$ cat config.mk
export PLATFORM = sky130hd
export DESIGN_NAME = gap_search_block_allocator
export DESIGN_NICKNAME = d
export VERILOG_FILES = /design/src/design/gsba_pkg.sv /design/src/design/gap_search_block_allocator.sv /design/src/design/gsba_cell.sv
export SDC_FILE = /design/constraint.sdc
export NUM_CORES = 1
export LEC_CHECK = 0
export BUFFER_PORTS_ARGS = -buffer_cell sky130_fd_sc_hd__buf_2
export CAP_MARGIN = 20
export CORE_ASPECT_RATIO = 0.5
export CORE_MARGIN = 2
export CORE_UTILIZATION = 35
export DETAILED_ROUTE_END_ITERATION = 10
export HOLD_SLACK_MARGIN = 0.08
export PLACE_DENSITY = 0.54
export SLEW_MARGIN = 20
export SYNTH_ARGS = -nofsm -noshare
export SYNTH_HDL_FRONTEND = slang
export SYNTH_SLANG_ARGS = --single-unit
$ cat constraint.sdc
create_clock -name clk_i -period 11.5 [get_ports clk_i]
set_input_delay 0.575 -clock clk_i [delete_from_list [all_inputs] [get_ports clk_i]]
set_output_delay 0.575 -clock clk_i [all_outputs]
set_load 0.02 [all_outputs]
$ cat src/design/gsba_pkg.sv
// ----------------------------------------------------------------------------
// Allocator package
// Shared constants, status codes and cell control type.
// ----------------------------------------------------------------------------
package gsba_pkg;

  localparam int DefMemBytes  = 4096;
  localparam int DefMaxBlocks = 16;
  localparam int HdrBytes     = 8;
  localparam int ReqW         = 16;
  localparam int StatusW      = 2;
  localparam int PayloadW     = 12;
  localparam int InDataW      = 16;
  localparam int OutDataW     = 16;

  localparam logic [StatusW-1:0] StGrant = 2'd0;
  localparam logic [StatusW-1:0] StZero  = 2'd1;
  localparam logic [StatusW-1:0] StNoFit = 2'd2;
  localparam logic [StatusW-1:0] StFull  = 2'd3;

  typedef struct packed {
    logic shift;
    logic load;
  } gsba_cell_ctl_t;

endpackage

$ cat src/design/gap_search_block_allocator.sv
// ----------------------------------------------------------------------------
// Gap search block allocator
// First-fit allocator over a ring of entry cells.
// ----------------------------------------------------------------------------
// Each input word on the s_axis channel is a payload byte count. The block
// answers each request with exactly one output word on m_axis carrying a
// status and the payload offset (header offset plus 8) when granted.
// The table is a ring of MAX_BLOCKS cells that rotates by one cell per cycle
// while aligning or scanning; the cell at the head is examined each cycle of the scan.
// A zero request or a full table goes straight to the result. Otherwise the
// first tried entry is rotated to the head, and each tried entry then takes
// a full turn of the ring for the neighbor search, is evaluated, and the
// next one is aligned. Writing a granted entry rotates the ring until the
// slot after the last entry reaches the head.
// One request is handled at a time; s_axis_tready_o is high only when idle.
// Reset empties the table and drops any pending result. When the receiver
// stalls, the result is held in the output register and the next request
// may still be accepted; its result waits until the output is free.
// ----------------------------------------------------------------------------
module gap_search_block_allocator #(
  parameter int MEM_BYTES  = gsba_pkg::DefMemBytes,
  parameter int MAX_BLOCKS = gsba_pkg::DefMaxBlocks
) (
  input  logic                          clk_i,
  input  logic                          rst_ni,
  input  logic                          s_axis_tvalid_i,
  output logic                          s_axis_tready_o,
  // [15:0] request_bytes
  input  logic [gsba_pkg::InDataW-1:0]  s_axis_tdata_i,
  output logic                          m_axis_tvalid_o,
  input  logic                          m_axis_tready_i,
  // [1:0] status, [13:2] payload_offset, [15:14] zero
  output logic [gsba_pkg::OutDataW-1:0] m_axis_tdata_o
);
  import gsba_pkg::*;

  localparam int AW = $clog2(MEM_BYTES);
  localparam int SW = AW + 1;
  localparam int CW = (AW + 2 > 18) ? AW + 2 : 18;
  localparam int IW = $clog2(MAX_BLOCKS);
  localparam int NW = $clog2(MAX_BLOCKS + 1);

  localparam logic [2:0] SIdle   = 3'd0;
  localparam logic [2:0] SAlign  = 3'd1;
  localparam logic [2:0] SScan   = 3'd2;
  localparam logic [2:0] SEval   = 3'd3;
  localparam logic [2:0] SWalign = 3'd4;
  localparam logic [2:0] SResult = 3'd5;

  localparam logic [CW-1:0] MemC  = CW'(MEM_BYTES);
  localparam logic [CW-1:0] HdrC  = CW'(HdrBytes);
  localparam logic [IW-1:0] LastI = IW'(MAX_BLOCKS - 1);

  logic [2:0]         state_q, state_d;
  logic [NW-1:0]      count_q, count_d;
  logic [IW-1:0]      head_q, head_d;
  logic [IW-1:0]      idx_q, idx_d;
  logic [IW-1:0]      sc_q, sc_d;
  logic [CW-1:0]      need_q, need_d;
  logic [CW-1:0]      pos_q, pos_d;
  logic [CW-1:0]      end_q, end_d;
  logic [CW-1:0]      right_q, right_d;
  logic [CW-1:0]      left_q, left_d;
  logic [AW-1:0]      where_q, where_d;
  logic [StatusW-1:0] stat_q, stat_d;
  logic               mvalid_q, mvalid_d;
  logic [OutDataW-1:0] mdata_q, mdata_d;

  logic shift, wr;
  logic [AW-1:0] cell_off  [MAX_BLOCKS];
  logic [SW-1:0] cell_size [MAX_BLOCKS];
  logic [CW-1:0] head_off, head_end;
  logic          head_valid;
  logic [16:0]   rnd;
  logic [CW-1:0] out_off;

  for (genvar k = 0; k < MAX_BLOCKS; k++) begin : g_cell
    gsba_cell_ctl_t ctl;
    assign ctl.shift = shift;
    assign ctl.load  = wr && (k == 0);
    gsba_cell #(.AW(AW), .SW(SW)) u_cell (
      .clk_i       (clk_i),
      .ctl_i       (ctl),
      .load_off_i  (where_q),
      .load_size_i (SW'(need_q - HdrC)),
      .nb_off_i    (cell_off[(k + 1) % MAX_BLOCKS]),
      .nb_size_i   (cell_size[(k + 1) % MAX_BLOCKS]),
      .off_o       (cell_off[k]),
      .size_o      (cell_size[k])
    );
  end

  assign head_off   = CW'(cell_off[0]);
  assign head_end   = head_off + HdrC + CW'(cell_size[0]);
  assign head_valid = NW'(head_q) < count_q;
  assign rnd        = ({1'b0, s_axis_tdata_i[ReqW-1:0]} + 17'd3) & ~17'd3;
  assign out_off    = CW'(where_q) + HdrC;
  assign s_axis_tready_o = (state_q == SIdle);

  always_comb begin
    state_d  = state_q;
    count_d  = count_q;
    head_d   = head_q;
    idx_d    = idx_q;
    sc_d     = sc_q;
    need_d   = need_q;
    pos_d    = pos_q;
    end_d    = end_q;
    right_d  = right_q;
    left_d   = left_q;
    where_d  = where_q;
    stat_d   = stat_q;
    mvalid_d = mvalid_q && !m_axis_tready_i;
    mdata_d  = mdata_q;
    shift    = 1'b0;
    wr       = 1'b0;
    unique case (state_q)
      SIdle: begin
        if (s_axis_tvalid_i) begin
          need_d  = CW'(rnd) + HdrC;
          state_d = SResult;
          if (s_axis_tdata_i[ReqW-1:0] == '0) begin
            stat_d = StZero;
          end else if (count_q >= NW'(MAX_BLOCKS)) begin
            stat_d = StFull;
          end else if (count_q == '0) begin
            if (CW'(rnd) + HdrC <= MemC) begin
              where_d = '0;
              state_d = SWalign;
            end else begin
              stat_d = StNoFit;
            end
          end else begin
            idx_d   = '0;
            left_d  = MemC;
            state_d = SAlign;
          end
        end
      end
      SAlign: begin
        if (head_q == idx_q) begin
          pos_d   = head_off;
          end_d   = head_end;
          right_d = MemC;
          sc_d    = '0;
          state_d = SScan;
        end else begin
          shift = 1'b1;
        end
      end
      SScan: begin
        shift = 1'b1;
        if (head_valid) begin
          if (head_off > pos_q && head_off < right_q) right_d = head_off;
          if (head_off < left_q) left_d = head_off;
        end
        sc_d = sc_q + 1'b1;
        if (sc_q == LastI) state_d = SEval;
      end
      SEval: begin
        if (end_q <= right_q && right_q - end_q >= need_q) begin
          where_d = AW'(end_q);
          state_d = SWalign;
        end else if (NW'(idx_q) == count_q - 1'b1) begin
          if (left_q >= need_q) begin
            where_d = '0;
            state_d = SWalign;
          end else begin
            stat_d  = StNoFit;
            state_d = SResult;
          end
        end else begin
          idx_d   = idx_q + 1'b1;
          state_d = SAlign;
        end
      end
      SWalign: begin
        if (head_q == count_q[IW-1:0]) begin
          wr      = 1'b1;
          count_d = count_q + 1'b1;
          stat_d  = StGrant;
          state_d = SResult;
        end else begin
          shift = 1'b1;
        end
      end
      SResult: begin
        if (!mvalid_q || m_axis_tready_i) begin
          mvalid_d = 1'b1;
          mdata_d  = '0;
          mdata_d[StatusW-1:0] = stat_q;
          if (stat_q == StGrant) begin
            mdata_d[StatusW +: PayloadW] = out_off[PayloadW-1:0];
          end
          state_d = SIdle;
        end
      end
      default: state_d = SIdle;
    endcase
    if (shift) head_d = (head_q == LastI) ? '0 : head_q + 1'b1;
  end

  always_ff @(posedge clk_i or negedge rst_ni) begin
    if (!rst_ni) begin
      state_q  <= SIdle;
      count_q  <= '0;
      head_q   <= '0;
      mvalid_q <= 1'b0;
    end else begin
      state_q  <= state_d;
      count_q  <= count_d;
      head_q   <= head_d;
      mvalid_q <= mvalid_d;
    end
  end

  always_ff @(posedge clk_i) begin
    idx_q   <= idx_d;
    sc_q    <= sc_d;
    need_q  <= need_d;
    pos_q   <= pos_d;
    end_q   <= end_d;
    right_q <= right_d;
    left_q  <= left_d;
    where_q <= where_d;
    stat_q  <= stat_d;
    mdata_q <= mdata_d;
  end

  assign m_axis_tvalid_o = mvalid_q;
  assign m_axis_tdata_o  = mdata_q;

endmodule

$ cat src/design/gsba_cell.sv
// ----------------------------------------------------------------------------
// Allocator table cell
// Holds one block entry; loads a new entry or takes its neighbor's entry.
// ----------------------------------------------------------------------------
module gsba_cell #(
  parameter int AW = 12,
  parameter int SW = 13
) (
  input  logic                    clk_i,
  input  gsba_pkg::gsba_cell_ctl_t ctl_i,
  input  logic [AW-1:0]           load_off_i,
  input  logic [SW-1:0]           load_size_i,
  input  logic [AW-1:0]           nb_off_i,
  input  logic [SW-1:0]           nb_size_i,
  output logic [AW-1:0]           off_o,
  output logic [SW-1:0]           size_o
);

  logic [AW-1:0] off_q;
  logic [SW-1:0] size_q;

  always_ff @(posedge clk_i) begin
    if (ctl_i.load) begin
      off_q  <= load_off_i;
      size_q <= load_size_i;
    end else if (ctl_i.shift) begin
      off_q  <= nb_off_i;
      size_q <= nb_size_i;
    end
  end

  assign off_o  = off_q;
  assign size_o = size_q;

endmodule

# After elaboration in Yosys (flattened, before gate mapping)
# Index checks and enable logic that the tools add are counted.
[totals]
ff_bits = 533
in_bits = 20
output_inout_bits = 18
elab_cells = 189
[classes]
addsub = 12
n_lt_le_gt_ge = 9
n_eq_ne = 31
muxes = 64
n_reduce_logical = 26
[ops]
columns = ["operator", "n"]
rows = [
  ["18-bit 2-to-1 mux", 9],
  ["12-bit 2-to-1 mux", 10],
  ["18-bit case mux with 2 select lines", 2],
  ["18-bit greater-or-equal comparator", 2],
  ["12-bit by 18-bit < comparator with 1-bit output", 2],
  ["4-bit 2-to-1 mux", 8],
  ["3-bit 2-to-1 mux", 10],
  ["2-bit != test, second input constant", 15],
  ["13-bit 2-to-1 mux", 2],
  ["12-bit case mux with 2 select lines", 1],
  ["17-bit by 4-bit adder with 18-bit output, second input constant", 1],
  ["18-bit by 13-bit <= comparator with 1-bit output, second input constant", 1],
  ["18-bit <= comparator", 1],
  ["2-bit 2-to-1 mux", 9],
  ["3-bit case mux with 6 select lines", 1],
  ["18-bit subtractor", 1],
  ["16-bit by 2-bit adder with 17-bit output, second input constant", 1],
  ["16-bit logical NOT", 1],
  ["4-bit case mux with 2 select lines", 2],
  ["8-bit AND reduction", 2],
  ["13-bit by 13-bit adder with 14-bit output", 1],
  ["7-bit AND reduction", 2],
  ["12-bit by 4-bit adder with 13-bit output, second input constant", 1],
  ["13-bit by 4-bit subtractor with 13-bit output, second input constant", 1],
  ["31 further kinds", 56],
]

# Depth between registers and ports, before layout
[depth]
word_depth = 9
mapped_depth = 17
depth_no_buf = 17

# Hierarchy
# A second synthesis with hierarchy kept.
[hier_totals]
cells_unflattened = 1651
hier_area_um2 = 26676.8
[by_module_without_submodules]
columns = ["mod", "instances", "cells_per_inst", "area_each_um2", "seq_area_each_um2"]
rows = [
  ["gsba_cell", 16, 54, 1161.1, 750.7],
  ["gap_search_block_allocator", 1, 787, 8099.0, 3448.3],
]

# Worst setup path after synthesis
# No wires, ideal clock.
[synth_path]
path_kind = "register to register"
from = "reg idx_q[2]"
to = "reg head_q[0]"
setup_ns = 0.481
arrival_ns = 8.690
t_required_ns = 11.019
slack_ns = 2.330
stages_incl_launch_ff = 8
path_buffers = 0
period_less_slack_ns = 9.170
cell_sequence = "edfxtp_1 -> xnor2_1 -> a41oi_1 -> mux2i_1 -> nor2_1 -> a31oi_1 -> inv_1 -> o21ai_0"
[synth_via]
elab_chain_cells = 3
[synth_rtl]
columns = ["element", "line", "source"]
rows = [
  ["start, declared", "gap_search_block_allocator.sv:57", "logic [IW-1:0] idx_q, idx_d;"],
  ["start signal, assigned", "gap_search_block_allocator.sv:218", "idx_q <= idx_d;"],
  ["4-bit equality test", "gap_search_block_allocator.sv:141", "if (head_q == idx_q) begin"],
  ["1-bit 2-to-1 mux", "gap_search_block_allocator.sv:141", ""],
  ["1-bit case mux with 3 select lines", "gap_search_block_allocator.sv:117", "unique case (state_q)"],
  ["via shift", "gap_search_block_allocator.sv:69", "logic shift, wr;"],
  ["end signal, assigned", "gap_search_block_allocator.sv:207", "head_q <= '0;"],
  ["end signal, assigned", "gap_search_block_allocator.sv:212", "head_q <= head_d;"],
  ["end, declared", "gap_search_block_allocator.sv:56", "logic [IW-1:0] head_q, head_d;"],
]
# The timed path passes the listed nets, and every way through them passes these cells.
# A chain may end at the register's enable or synchronous reset.

# Worst setup path after layout
[layout_path]
from = "reg right_q[1]"
to = "reg where_q[11] (enable)"
[layout_via]
elab_chain_cells = 5
elab_cells_between_ends = 7
classes_between = "add/sub (1); order compare (2); eq/ne (2); reduce/logical (2)"
[layout_rtl]
columns = ["element", "line", "source"]
rows = [
  ["start, declared", "gap_search_block_allocator.sv:62", "logic [CW-1:0] right_q, right_d;"],
  ["start signal, assigned", "gap_search_block_allocator.sv:223", "right_q <= right_d;"],
  ["18-bit subtractor", "gap_search_block_allocator.sv:161", "if (end_q <= right_q && right_q - end_q >= need_q) begin"],
  ["18-bit greater-or-equal comparator", "gap_search_block_allocator.sv:161", ""],
  ["1-bit logical AND *", "gap_search_block_allocator.sv:161", ""],
  ["3-bit != test (no source line)", "n/a", ""],
  ["8-bit AND reduction (no source line) *", "n/a", ""],
  ["end signal, assigned", "gap_search_block_allocator.sv:225", "where_q <= where_d;"],
  ["end, declared", "gap_search_block_allocator.sv:64", "logic [AW-1:0] where_q, where_d;"],
]
# Every way passes the cells marked *; elsewhere a longest branch is shown, timed or not.

==> flow_summary.yaml <==
place:
  dp_cells: 2030
  io_buffer_count: 35
  post-dp-hpwl_mm: 24.82
  finalWeightedCongestion: 0.8503
routing:
  wl_met3_mm: 1.696
  topRoutingLayerUsed: "met4"
  wl_per_cell_um: 17.81
  met2_length_mm: 16.12
  routed_wl_mm: 37.71
  routed_via_density: 4.805
  wl_met1_mm: 18.99
  drt_iter0_markers: 837
  ant_nets: 0
  drc: 0
  dr_total_vias: 10170
  dr.pass1.iters: 4
critical_path:
  crit_type: "reg -> reg"
  cp-end-kind: "flop"
  path_max_fanout: 15
  crit_arrival_ns: 5.34
  rrSetupSlack_ns: 6.42
  start_kind: "flop"
  crit_required_ns: 11.76
synth:
  avgSynthCellArea_um2: 16.41
  ys_seq_area_share_pct: 76.16
  synth.cell_area_um2: 20300
  synth_edf_count: 504
  yosysWarnings: 0
  netlist_instances: 1237
  ys_types: 67
  ys_ff_latch: 517
  synth-async-reset-ratio_pct: 2.515
  synthFlopType: "edfxtp_1"
power:
  max-vdd-ir-drop_v: 0.0003927
  clkPwrFrac_pct: 21.5
  combPwrFrac_pct: 25.6
  pwr-share-seq_pct: 52.9
  p_sw_w: 0.002443
  p_per_area_nw_per_um2: 330.0
  leakage_nw: 8.408
  power.internal_w: 0.005171
  p_sw_share_pct: 32.09
status:
  outcome: "finished, final reports clean"
cts:
  cts_sinks: 517
  clk_pin_slew_ns: 0.06
  holdBufCountCts: 1
  clkLatencyLatePin_ns: 0.57
  numCtsBuffers: 47
  htreeDepth: 2
  cts_tree: "yes"
  clock_path_buffers: 3
  ctsResizeCount: 0
  ctsRootBufferMaster: "clkbuf_16"
  cts_setup_buffers: 0
worst_hold_path:
  hp-class: "in -> reg"
sta:
  relSlewSlack_pct: 29.12
  rsz0062_at_grt: "false"
  finClkSkew_ns: 0.01651
  fmax_ghz: 0.1970
  fin_setup_tns_ns: 0
  fin_crit_sh_pct: 44.13
  setup_viol: 0
  finalCriticalPeriod_ns: 5.075
  slew_violations: 0
  finalHoldViolations: 0
  worst_pin_slew_ns: 1.058
final_layout:
  drive_gt1_share_pct: 9.933
  fin_cells: 2117
  layout.nets: 1443
  layout_commonest_cell: "edfxtp_1"
  antenna_cells: 0
  syn_to_final_growth_pct: 13.67
  mostFrequentLayoutCells: "edfxtp_1 (504), ha_1 (110), inv_1 (84)"
floorplanning:
  dieArea_um2: 60060
  ioPinCount: 38
  start_util_pct: 35.41
  fp.dieH_um: 174.3
  die_w_um: 344.6
  core_area_um2: 57330
  num_rows: 62
global_route:
  grt_usage_pct: 12.70
  grt_pass1_wl_mm: 58.60
  antenna_found_initial: 1
  grt_max_degree: 171
  overflow: 0
  grt_pass1_vias: 10070
flow_run:
  maxCapViolCount: 0
[through the flow]
stage	worst slack, ns	instance area [um2]	power (W)	util (%)	hold WS (ns)
final	6.425	23070	0.007614	40.25	0.3085
after detailed placement	6.475	21450	0.006029	37.41	0.4045
after CTS	6.453	23070	0.007718	40.24	0.2949
after global routing	6.159	23070	0.008093	40.25	0.3225
after floorplan	2.330	20310	0.005261	-	0.2794
after global placement	6.571	21450	0.005936	37.41	0.4010
[synth_stat cells, drive strengths merged, types with 8 or more instances]
| cell type | count | area share, % |
|---|---|---|
| xnor2 | 46 | 2.0 |
| nor4 | 11 | 0.34 |
| edfxtp | 504 | 75 |
| o21a | 15 | 0.59 |
| nand4 | 20 | 0.62 |
| ha | 110 | 6.8 |
| dfrtp | 13 | 1.6 |
| o21ai | 34 | 0.84 |
| clkbuf | 17 | 0.31 |
| nor2b | 8 | 0.25 |
| and2 | 14 | 0.43 |
| nand2 | 77 | 1.4 |
| nand3 | 19 | 0.47 |
| nor2 | 58 | 1.1 |
| a21oi | 37 | 0.91 |
| a21o | 15 | 0.55 |
| and3 | 17 | 0.52 |
| nand2b | 10 | 0.31 |
| nor3 | 28 | 0.69 |
| inv | 85 | 1.6 |
| xor2 | 13 | 0.56 |
[critical path, cell delays in order, from the launching register on]
cell	delay, ns
edfxtp_1	0.39
ha_1	0.33
nor2b_1	0.17
o31a_1	0.32
o31ai_4	0.29
o21ai_1	0.29
nor2b_1	0.25
o31a_1	0.26
o31a_1	0.24
ha_1	0.30
nand4_1	0.13
or4_1	0.54
a31oi_1	0.26
o22ai_2	0.33
a21oi_1	0.24
a2bb2oi_1	0.18
buf_4	0.24
[power groups by stage]
stage                     Clock [W]  Combinational [W]  Sequential (W)
after floorplan                   0            0.00124         0.00402
after global placement            0            0.00190         0.00404
after detailed placement          0            0.00196         0.00407
after CTS                   0.00169            0.00197         0.00406
after global routing        0.00176            0.00220         0.00414
final                       0.00164            0.00195         0.00403
[worst paths after layout]
kind	start	to	depth (start not counted)
max	right_q[1]	where_q[11]	16
min	m_axis_tready_i	m_axis_tvalid_o	3
max reg2reg	right_q[1]	where_q[11]	16
min reg2reg	g_cell[3].u_cell.off_o[11]	g_cell[2].u_cell.off_o[11]	0
max in group asynchronous	rst_ni	head_q[3]	2
min in group asynchronous	rst_ni	state_q[2]	2
[per-layer routing]
metal  vias up  GRT usage [%]
met5         -              0
met4         0          3.678
met3        69          2.275
met2       194          18.26
met1      5076          19.53
li1       4834              -
[logic make-up after synthesis]
| group | Yosys count | share of synthesized area [%] |
|---|---|---|
| DFF | 517 | 76.16 |
| xor gates and xnor gates | 59 | 2.546 |
| other | 1 | 0.01847 |
| muxes | 3 | 0.1541 |
| and+or+nand+nor | 287 | 7.027 |
| AOI/OAI and AO/OA | 151 | 5.178 |
| buffers and inverters | 108 | 2.040 |
| adders and majority gates | 111 | 6.879 |
[final cells by class]
type | instances | area [um2]
clock buffers | 57 | 1235
clock inverters | 29 | 379.1
fillers | 5120 | 34250
inverters | 86 | 330.3
multi-input cells | 614 | 4433
flip-flops and latches | 517 | 15460
well taps | 768 | 960.9
repair buffers | 46 | 276.5
[sequential cells by signal, indices dropped and copies added (netlist names), 5 cells and up]
signal / count
count_q: 5
end_q: 14
g_cell.u_cell.off_o: 192
g_cell.u_cell.size_o: 208
left_q: 13
m_axis_tdata_o: 14
need_q: 16
pos_q: 12
right_q: 13
where_q: 12
No activity file was read; power rests on OpenSTA's default activity.
